===== src/lpht_pkg.sv =====
// Shared types and constants for the linear-probing hash table.
// No dependencies; used by lpht_ctrl, lpht_datapath and the top level.
package lpht_pkg;

   localparam int MODE_W   = 2;
   localparam int KEY_W    = 31;
   localparam int PAY_W    = 32;
   localparam int STATUS_W = 3;
   localparam int SLOT_W   = 8;

   typedef enum logic [MODE_W-1:0] {
      MODE_SEARCH = 2'd0,
      MODE_INSERT = 2'd1,
      MODE_DELETE = 2'd2
   } mode_type;

   typedef enum logic [STATUS_W-1:0] {
      RS_FOUND     = 3'd0,
      RS_NOT_FOUND = 3'd1,
      RS_INSERTED  = 3'd2,
      RS_FULL      = 3'd3,
      RS_DELETED   = 3'd4
   } rsp_status_type;

   typedef enum logic [1:0] {
      SLOT_EMPTY   = 2'd0,
      SLOT_USED    = 2'd1,
      SLOT_DELETED = 2'd2
   } slot_state_type;

   typedef enum logic [3:0] {
      S_CLEAR,
      S_IDLE,
      S_RECIP,
      S_SCALE,
      S_REDUCE,
      S_HOME,
      S_READ,
      S_CHECK,
      S_RESP
   } fsm_state_type;

   // Commands from the controller to the datapath.
   typedef struct packed {
      logic           accept;
      logic           recip;
      logic           scale;
      logic           reduce;
      logic           home;
      logic           rd;
      logic           step;
      logic           wr;
      slot_state_type wr_state;
      logic           kv_wr;
      logic           finish;
      rsp_status_type res_status;
      logic           res_slot;
      logic           res_data;
      logic           out_load;
   } ctrl_cmd_type;

   // Status from the datapath to the controller.
   typedef struct packed {
      logic [MODE_W-1:0] mode;
      logic              used;
      logic              empty;
      logic              key_match;
      logic              lap_end;
      logic              idx_last;
      logic              out_free;
   } dp_stat_type;

endpackage


===== src/lpht_ctrl.sv =====
// Controller state machine of the hash table: clearing pass, home-slot
// sequencing, probe loop and result hand-off. Depends on lpht_pkg.
module lpht_ctrl (
   input  logic                   clock,
   input  logic                   reset,
   input  logic                   req_valid,
   output logic                   req_ready,
   input  lpht_pkg::dp_stat_type  stat,
   output lpht_pkg::ctrl_cmd_type cmd
);

   lpht_pkg::fsm_state_type state_ff;
   lpht_pkg::fsm_state_type state_in;

   always_ff @(posedge clock) begin
      if (reset)
         state_ff <= lpht_pkg::S_CLEAR;
      else
         state_ff <= state_in;
   end

   always_comb begin
      state_in  = state_ff;
      cmd       = '0;
      req_ready = 1'b0;
      unique case (state_ff)
         lpht_pkg::S_CLEAR: begin
            cmd.wr       = 1'b1;
            cmd.wr_state = lpht_pkg::SLOT_EMPTY;
            cmd.step     = 1'b1;
            if (stat.idx_last) state_in = lpht_pkg::S_IDLE;
         end
         lpht_pkg::S_IDLE: begin
            req_ready  = 1'b1;
            cmd.accept = req_valid;
            if (req_valid) state_in = lpht_pkg::S_RECIP;
         end
         lpht_pkg::S_RECIP: begin
            if (stat.mode != lpht_pkg::MODE_SEARCH && stat.mode != lpht_pkg::MODE_INSERT &&
                stat.mode != lpht_pkg::MODE_DELETE) begin
               cmd.finish     = 1'b1;
               cmd.res_status = lpht_pkg::RS_NOT_FOUND;
               state_in       = lpht_pkg::S_RESP;
            end else begin
               cmd.recip = 1'b1;
               state_in  = lpht_pkg::S_SCALE;
            end
         end
         lpht_pkg::S_SCALE: begin
            cmd.scale = 1'b1;
            state_in  = lpht_pkg::S_REDUCE;
         end
         lpht_pkg::S_REDUCE: begin
            cmd.reduce = 1'b1;
            state_in   = lpht_pkg::S_HOME;
         end
         lpht_pkg::S_HOME: begin
            cmd.home = 1'b1;
            state_in = lpht_pkg::S_READ;
         end
         lpht_pkg::S_READ: begin
            cmd.rd   = 1'b1;
            state_in = lpht_pkg::S_CHECK;
         end
         lpht_pkg::S_CHECK: begin
            state_in = lpht_pkg::S_RESP;
            if (stat.mode == lpht_pkg::MODE_INSERT) begin
               if (!stat.used) begin
                  cmd.wr         = 1'b1;
                  cmd.wr_state   = lpht_pkg::SLOT_USED;
                  cmd.kv_wr      = 1'b1;
                  cmd.finish     = 1'b1;
                  cmd.res_status = lpht_pkg::RS_INSERTED;
                  cmd.res_slot   = 1'b1;
               end else if (stat.lap_end) begin
                  cmd.finish     = 1'b1;
                  cmd.res_status = lpht_pkg::RS_FULL;
               end else begin
                  cmd.step = 1'b1;
                  state_in = lpht_pkg::S_READ;
               end
            end else begin
               if (stat.used && stat.key_match) begin
                  cmd.finish   = 1'b1;
                  cmd.res_slot = 1'b1;
                  cmd.res_data = 1'b1;
                  if (stat.mode == lpht_pkg::MODE_DELETE) begin
                     cmd.wr         = 1'b1;
                     cmd.wr_state   = lpht_pkg::SLOT_DELETED;
                     cmd.res_status = lpht_pkg::RS_DELETED;
                  end else begin
                     cmd.res_status = lpht_pkg::RS_FOUND;
                  end
               end else if (stat.empty || stat.lap_end) begin
                  cmd.finish     = 1'b1;
                  cmd.res_status = lpht_pkg::RS_NOT_FOUND;
               end else begin
                  cmd.step = 1'b1;
                  state_in = lpht_pkg::S_READ;
               end
            end
         end
         lpht_pkg::S_RESP: begin
            if (stat.out_free) begin
               cmd.out_load = 1'b1;
               state_in     = lpht_pkg::S_IDLE;
            end
         end
         default: state_in = lpht_pkg::S_IDLE;
      endcase
   end

endmodule


===== config.mk =====
export PLATFORM = sky130hd
export DESIGN_NAME = lpht_ctrl
export DESIGN_NICKNAME = d
export VERILOG_FILES = /design/src/lpht_pkg.sv /design/src/lpht_ctrl.sv
export SDC_FILE = /design/constraint.sdc
export NUM_CORES = 1
export LEC_CHECK = 0
export ABC_AREA = 1
export BUFFER_PORTS_ARGS = -buffer_cell sky130_fd_sc_hd__buf_2
export CAP_MARGIN = 0
export CORE_AREA = 2 2 39 41
export DETAILED_ROUTE_END_ITERATION = 12
export DIE_AREA = 0 0 41 43
export PLACE_DENSITY = 0.69
export SLEW_MARGIN = 20
export SYNTH_ARGS = -nofsm -noshare
export SYNTH_HDL_FRONTEND = slang
export SYNTH_SLANG_ARGS = --single-unit

===== constraint.sdc =====
create_clock -name clock -period 2.4 [get_ports clock]
set_input_delay 0.12 -clock clock [delete_from_list [all_inputs] [get_ports clock]]
set_output_delay 0.12 -clock clock [all_outputs]
set_load 0.01 [all_outputs]

Word level (Yosys, flattened, before mapping)
Cells that the tools add are included.
{"block": "totals", "reg_bits": 4, "input_bits": 11, "out_inout_bits": 19, "elab_cells": 66}
{"block": "classes", "n_eq_ne": 15, "n_mux": 43, "n_reduce_logical": 7}
{"cell": "4-bit two-way mux", "count": 16}
{"cell": "4-bit one-hot mux with 9 select lines", "count": 1}
{"cell": "1-bit two-way mux", "count": 18}
{"cell": "4-bit by 3-bit == test with 1-bit output (second input constant)", "count": 4}
{"cell": "4-bit one-hot mux with 2 select lines", "count": 2}
{"cell": "3-bit two-way mux", "count": 3}
{"cell": "4-bit by 2-bit == test with 1-bit output (second input constant)", "count": 2}
{"cell": "2-bit inequality test (second input constant)", "count": 4}
{"cell": "5-bit two-way mux", "count": 1}
{"cell": "4-bit by 1-bit == test with 1-bit output (second input constant)", "count": 1}
{"cell": "4-bit == test (second input constant)", "count": 1}
{"cell": "4-bit zero test", "count": 1}
{"cell": "2-bit two-way mux", "count": 2}
{"cell": "1-bit logical AND", "count": 3}
{"cell": "3-bit AND reduction", "count": 1}
{"cell": "2-bit by 1-bit == test with 1-bit output (second input constant)", "count": 1}
{"cell": "2-bit == test (second input constant)", "count": 1}
{"cell": "2-bit by 1-bit inequality test with 1-bit output (second input constant)", "count": 1}
{"cell": "2-bit nonzero test", "count": 1}
{"cell": "1-bit logical OR", "count": 1}

Depth between registers and ports, before layout
Gate-level depths: netlist (run 1).
{"block": "depth", "word_depth": 5, "depth_mapped": 8, "ltp_nobuf": 8}

Worst setup path after synthesis (run 1)
OpenSTA, ideal clock, no wires.
{"block": "synth_timing", "path_kind": "register to output", "start": "register state_ff[0]", "end": "output cmd[3] (netlist bit)", "arrival_time_ns": 1.044, "t_required_ns": 2.280, "path_slack_ns": 1.236, "path_stages_with_launch": 6, "n_path_buf": 1, "cell_sequence": "dfxtp_1 buf_4 nand2_1 nor2_4 inv_2 o31ai_2"}
{"item": "from (decl)", "line_no": "lpht_ctrl.sv:12", "source": "lpht_pkg::fsm_state_type state_ff;"}
{"item": "from (signal assigned)", "line_no": "lpht_ctrl.sv:17", "source": "state_ff <= lpht_pkg::S_CLEAR;"}
{"item": "from (signal assigned)", "line_no": "lpht_ctrl.sv:19", "source": "state_ff <= state_in;"}
{"item": "to (decl)", "line_no": "lpht_ctrl.sv:9", "source": "output lpht_pkg::ctrl_cmd_type cmd"}

==> metrics, run 1 <==
most frequent cells in the layout buf_2, nand2_1, inv_1, nor2_1, nand3_1; postcts setup bufs 0; arrival time at the worst endpoint 1.46 ns; Residual DRC 0; pin count of the biggest net entering global routing 9; worst min-delay path class input port to flip-flop; Yosys reg bits 4; max FFs per register 4; Post-Syn Instances 91; period utilization 0.660; Met2 Wirelength 543 um; die area 1760 um2; Cell Pwr Density 469 nW/um2; CTS tree done; Iter 0 DRT Violations 17; Final Hold Fails 0; Setup TNS Final 0 ns; Sink Count 4; Worst setup SP type flip-flop; initial cell density of the core 0.342; worst vdd ir 0.000287 V; post-synth top area share 0.183; drt pass-1 iters 4; Syn-to-layout area delta 38.1%; initial antenna violation count 0; I/O pin count 30; largest cells by area after synthesis nand2_1, dfxtp_1, inv_1; clk_lat worst skew 0.23 ns; RSZ-0062 raised after global routing false; layout cells sized above 1 0.352; final setup fails 0; worst-path fanout max 8; clk slew on worst S/H paths 0.04 ns; post-route minimum period 1.58 ns; die height 43 um; synth warn 0; DR top layer met4; Final HPWL DP 1.05 mm; Overall Power 0.307 mW; GRT Total Usage 0.171; status finished clean; routed wire length 1.23 mm; post-synthesis sequential area ratio 0.169; final antenna diode count 0; die width 41 um; vias in the first global route 547; grt ovf 0; Cell Area, Synth 473 um2; clock buffer depth 2; Non-Filler Instances 138; Placer Congestion 0.805; core area 1380 um2; Routed wire per std cell 8.88 um; Worst R2R Path Depth 6; Max Cap Viol 0; port buffer count 29; M1 WL 624 um; Yosys cell types 16; Hold Startpoint reset; Slew HR 0.819; Via Count 632; row count 14; Biggest register state_ff; worst-margin pin slew 0.271 ns; kind of critical path flip-flop to output pin; Post-DRT Antenna Nets 0; hold_buf cts 0; WHS Path Cells 2; DR vias/cell 4.58; Syn Nets 102; first-pass GRT wire length 2.10 mm; FILL cells 172; Num CTS Buffers 3; Setup Skew 0.000959 ns; Yosys top cell by area nand2_1; R2R Path Start state_ff[0]; Critical path origin state_ff[0]; DR WL met3 41 um; Pins Over Slew Limit 0; cell at the root of the clock tree clkbuf_4; Pleak 0.451 nW; post-cts sizing count 0; Top Registers state_ff (4); CP endpoint kind output pin; Final Util 0.472; most common cell after layout, fill and taps aside buf_2; CTS HTree Levels 1; dpl cells 135; layout net count 135; CP required 2.28 ns; max frequency 631 MHz; Post-Syn Area per Cell 5.20 um2
## power breakdown
group / switching, mW / internal [mW] / leakage [nW]
logic: 0.0856 / 0.0525 / 0.404
clock network: 0.0259 / 0.0558 / 0.0138
registers: 0.0123 / 0.0745 / 0.0326
## final cells by class
| cell class | count | area [um2] | share of cell area |
|---|---|---|---|
| Multi-Input combinational cell | 65 | 307 | 0.469 |
| Timing Repair Buffer | 29 | 145 | 0.222 |
| Sequential cell | 4 | 80.1 | 0.123 |
| Inverter | 21 | 78.8 | 0.121 |
| Clock buffer | 3 | 22.5 | 0.0345 |
| Tap cell | 16 | 20.0 | 0.0307 |
## routing by layer
layer	track usage	vias to the layer above
li1	-	342
met5	0	-
met4	0.0600	0
met1	0.244	277
met3	0.0314	2
met2	0.247	11
## per-stage QoR
| stage | setup slack (ns) | area [um2] | hold WS, ns |
|---|---|---|---|
| after floorplan | 1.24 | 473 | 0.192 |
| after global placement | 1.08 | 631 | 0.291 |
| after detailed placement | 1.05 | 631 | 0.301 |
| after CTS | 0.799 | 653 | 0.0531 |
| after global routing | 0.711 | 653 | 0.0708 |
| final | 0.816 | 653 | 0.0583 |
## cells by family after synthesis
| kind of cell | Yosys count | synth area share |
|---|---|---|
| DFF | 4 | 0.169 |
| buffers and inverters | 22 | 0.183 |
| AOI/OAI and AO/OA | 8 | 0.101 |
| and+or+nand+nor | 57 | 0.548 |
## synth_stat cells (all sizes together)
library cell,n
nand3,8
nor2,21
nand3b,1
buf,1
nand4,3
a21oi,2
nand2,23
o21ai,5
inv,21
dfxtp,4
o31ai,1
nor3,1
## final timing paths
kind | end | slack (ns)
hold / removal | state_ff[1] | 0.06
hold reg to reg | state_ff[0] | 0.71
setup / recovery | cmd[3] | 0.82
setup reg to reg | state_ff[1] | 1.19
## critical path: stages (launching register included)
cell	delay [ns]
dfxtp_1	0.46
nand2_1	0.14
nor2_4	0.16
inv_2	0.08
o31ai_2	0.23
buf_2	0.16
(Power assumes the default switching activity.)
==> run 2, diff against run 1 <==
--- a/config.mk
+++ b/config.mk
@@ -8,10 +8,10 @@
 export ABC_AREA = 1
 export BUFFER_PORTS_ARGS = -buffer_cell sky130_fd_sc_hd__buf_2
 export CAP_MARGIN = 0
-export CORE_AREA = 2 2 39 41
+export CORE_MARGIN = 2
+export CORE_UTILIZATION = 36
 export DETAILED_ROUTE_END_ITERATION = 12
-export DIE_AREA = 0 0 41 43
-export PLACE_DENSITY = 0.69
+export PLACE_DENSITY = 0.72
 export SLEW_MARGIN = 20
 export SYNTH_ARGS = -nofsm -noshare
 export SYNTH_HDL_FRONTEND = slang
==> constraint.sdc (replaced) <==
create_clock -name clock -period 1.4 [get_ports clock]
set_input_delay 0.07 -clock clock [delete_from_list [all_inputs] [get_ports clock]]
set_output_delay 0.07 -clock clock [all_outputs]
set_load 0.01 [all_outputs]
==> run 2 against run 1 <==
Routed wire length grew 24%. Combinational power is 93% higher. Sequential power grew 80%. Via count up 4.9%. Design area grew 12%. Final cell count is 2.9% higher. First-iteration DRC count rose by 41%. Count of clock-buffer cells in the layout unchanged. Sequential cell count unchanged. Utilization up 11 points. Critical endpoint unchanged. Highest routed layer unchanged.
==> metrics, run 2 (synthesized netlist as in run 1, its figures left out) <==
CP endpoint kind output pin (unchanged); CP required 1.33 ns (was 2.28 ns); pin count of the biggest net entering global routing 7 (was 9); Hold Startpoint stat[1] (was reset); worst-path fanout max 6 (was 8); Iter 0 DRT Violations 24 (was 17); Sink Count 4 (unchanged); grt ovf 0 (unchanged); I/O pin count 30 (unchanged); Final Hold Slack 0.167 ns (was 0.0583 ns); dpl cells 135 (unchanged); initial cell density of the core 0.373 (was 0.342); Slew HR 0.875 (was 0.819); Post-DRT Antenna Nets 0 (unchanged); port buffer count 29 (unchanged); worst vdd ir 0.000392 V (was 0.000287 V); GRT Total Usage 0.191 (was 0.171); most common cell after layout, fill and taps aside buf_2 (unchanged); Setup Skew 0.00591 ns (was 0.000959 ns); Final HPWL DP 1.05 mm (about the same); crit-path most repeated cell inv_4; Via Count 663 (was 632); CP max stage delay 0.36 ns (was 0.46 ns); Biggest register state_ff (unchanged); drt pass-1 iters 4 (unchanged); Final Hold Fails 0 (unchanged); die area 1620 um2 (was 1760 um2); first-pass GRT wire length 2.08 mm (was 2.10 mm); core area 1270 um2 (was 1380 um2); CTS tree done (unchanged); Max Cap Viol 0 (unchanged); most frequent cells in the layout buf_2, nand2_1, inv_1, nor2_1, nand3_1 (unchanged); FILL cells 117 (was 172); Slowest cell on crit path dfxtp_4 (was dfxtp_1); initial antenna violation count 0 (unchanged); row count 13 (was 14); Worst setup SP type flip-flop (unchanged); status finished clean (unchanged); layout cells sized above 1 0.417 (was 0.352); max FFs per register 4 (unchanged); vias in the first global route 515 (was 547); routed wire length 1.52 mm (was 1.23 mm); post-route minimum period 1.37 ns; die width 40.2 um (was 41 um); Cell Pwr Density 782 nW/um2 (was 469 nW/um2); worst min-delay path class input port to flip-flop (unchanged); cell at the root of the clock tree clkbuf_4 (unchanged); final setup fails 0 (unchanged); layout net count 140 (was 135); Pleak 0.492 nW (was 0.451 nW); Non-Filler Instances 142 (was 138); clock buffer depth 2 (unchanged); Top Registers state_ff (4) (unchanged); CTS HTree Levels 1 (unchanged); Syn-to-layout area delta 55.3% (was 38.1%); CP Cell Sequence inv_4, nand2_4, nor2_4, inv_4, o31ai_2, buf_2 (was nand2_1, nor2_4, inv_2, o31ai_2, buf_2); final antenna diode count 0 (unchanged); max frequency 727 MHz; Num CTS Buffers 3 (unchanged); clk_lat worst skew 0.25 ns (was 0.23 ns); Critical path origin state_ff[3] (was state_ff[0]); arrival time at the worst endpoint 1.30 ns (was 1.46 ns); Routed wire per std cell 10.7 um (was 8.88 um); Pins Over Slew Limit 0 (unchanged); Placer Congestion 0.891 (was 0.805); clk slew on worst S/H paths 0.04 ns (about the same); die height 40.2 um (was 43 um); worst-margin pin slew 0.186 ns (was 0.271 ns); period utilization 0.982; DR vias/cell 4.67 (was 4.58); R2R Path Start state_ff[0] (unchanged); Residual DRC 0 (unchanged); kind of critical path flip-flop to output pin (unchanged)
==> run 2: worst paths after layout <==
kind / end / cells past startpoint / slack [ns]
worst max-delay path: cmd[3] / 6 / 0.03
worst min-delay path: state_ff[0] / 3 / 0.17
worst max register to register: state_ff[0] / 6 / 0.27
worst min register to register: state_ff[0] / 3 / 0.70
==> run 2: final cells by class <==
cell class	count	area, um2	share of cell area
Clock buffer	3	22.5	0.0307
Inverter	21	83.8	0.114
Multi-Input combinational cell	65	334	0.455
Sequential cell	4	90.1	0.123
Tap cell	15	18.8	0.0256
Timing Repair Buffer	34	185	0.252
==> run 2: layer usage <==
layer,routed length (um),GRT usage,part of all wire,vias up
met4,22,0.0833,0.014,0
met1,646,0.223,0.42,281
li1,-,-,-,358
met2,767,0.331,0.50,22
met3,86,0.0444,0.057,2
met5,0,0,0,-
==> run 2: per-stage QoR <==
stage / setup slack, ns / utilization / area, um2 / power [mW] / TNS (ns)
finish: 0.0251 / 0.579 / 734 / 0.575 / 0
global route: -0.00810 / 0.579 / 734 / 0.617 / -0.0164
CTS: 0.00117 / 0.550 / 698 / 0.549 / 0
detailed placement: 0.168 / 0.502 / 637 / 0.394 / 0
global placement: 0.198 / 0.502 / 637 / 0.392 / 0
floorplan: 0.286 / - / 473 / 0.311 / 0
==> run 2: critical path, delay by kind of cell, from the launching register on <==
family / cells / cell delay (ns)
AO/OA/AOI/OAI: 1 / 0.23
buffers and inverters: 3 / 0.29
flip-flops: 1 / 0.36
AND/OR/NAND/NOR: 2 / 0.18
==> run 2: timing repair <==
| action | in CTS | in global routing |
|---|---|---|
| endpoints found under the hold margin | 1 | 0 |
| resized for setup | 6 | 8 |
| setup buffers | 2 | 1 |
| pin swaps | 1 | 2 |
| setup endpoints to repair | 2 | 4 |
| hold buffers | 1 | 0 |
==> run 2: report_power, final <==
part           internal, mW  switching (mW)
clock network        0.0965          0.0560
registers             0.131          0.0256
logic                 0.105           0.161
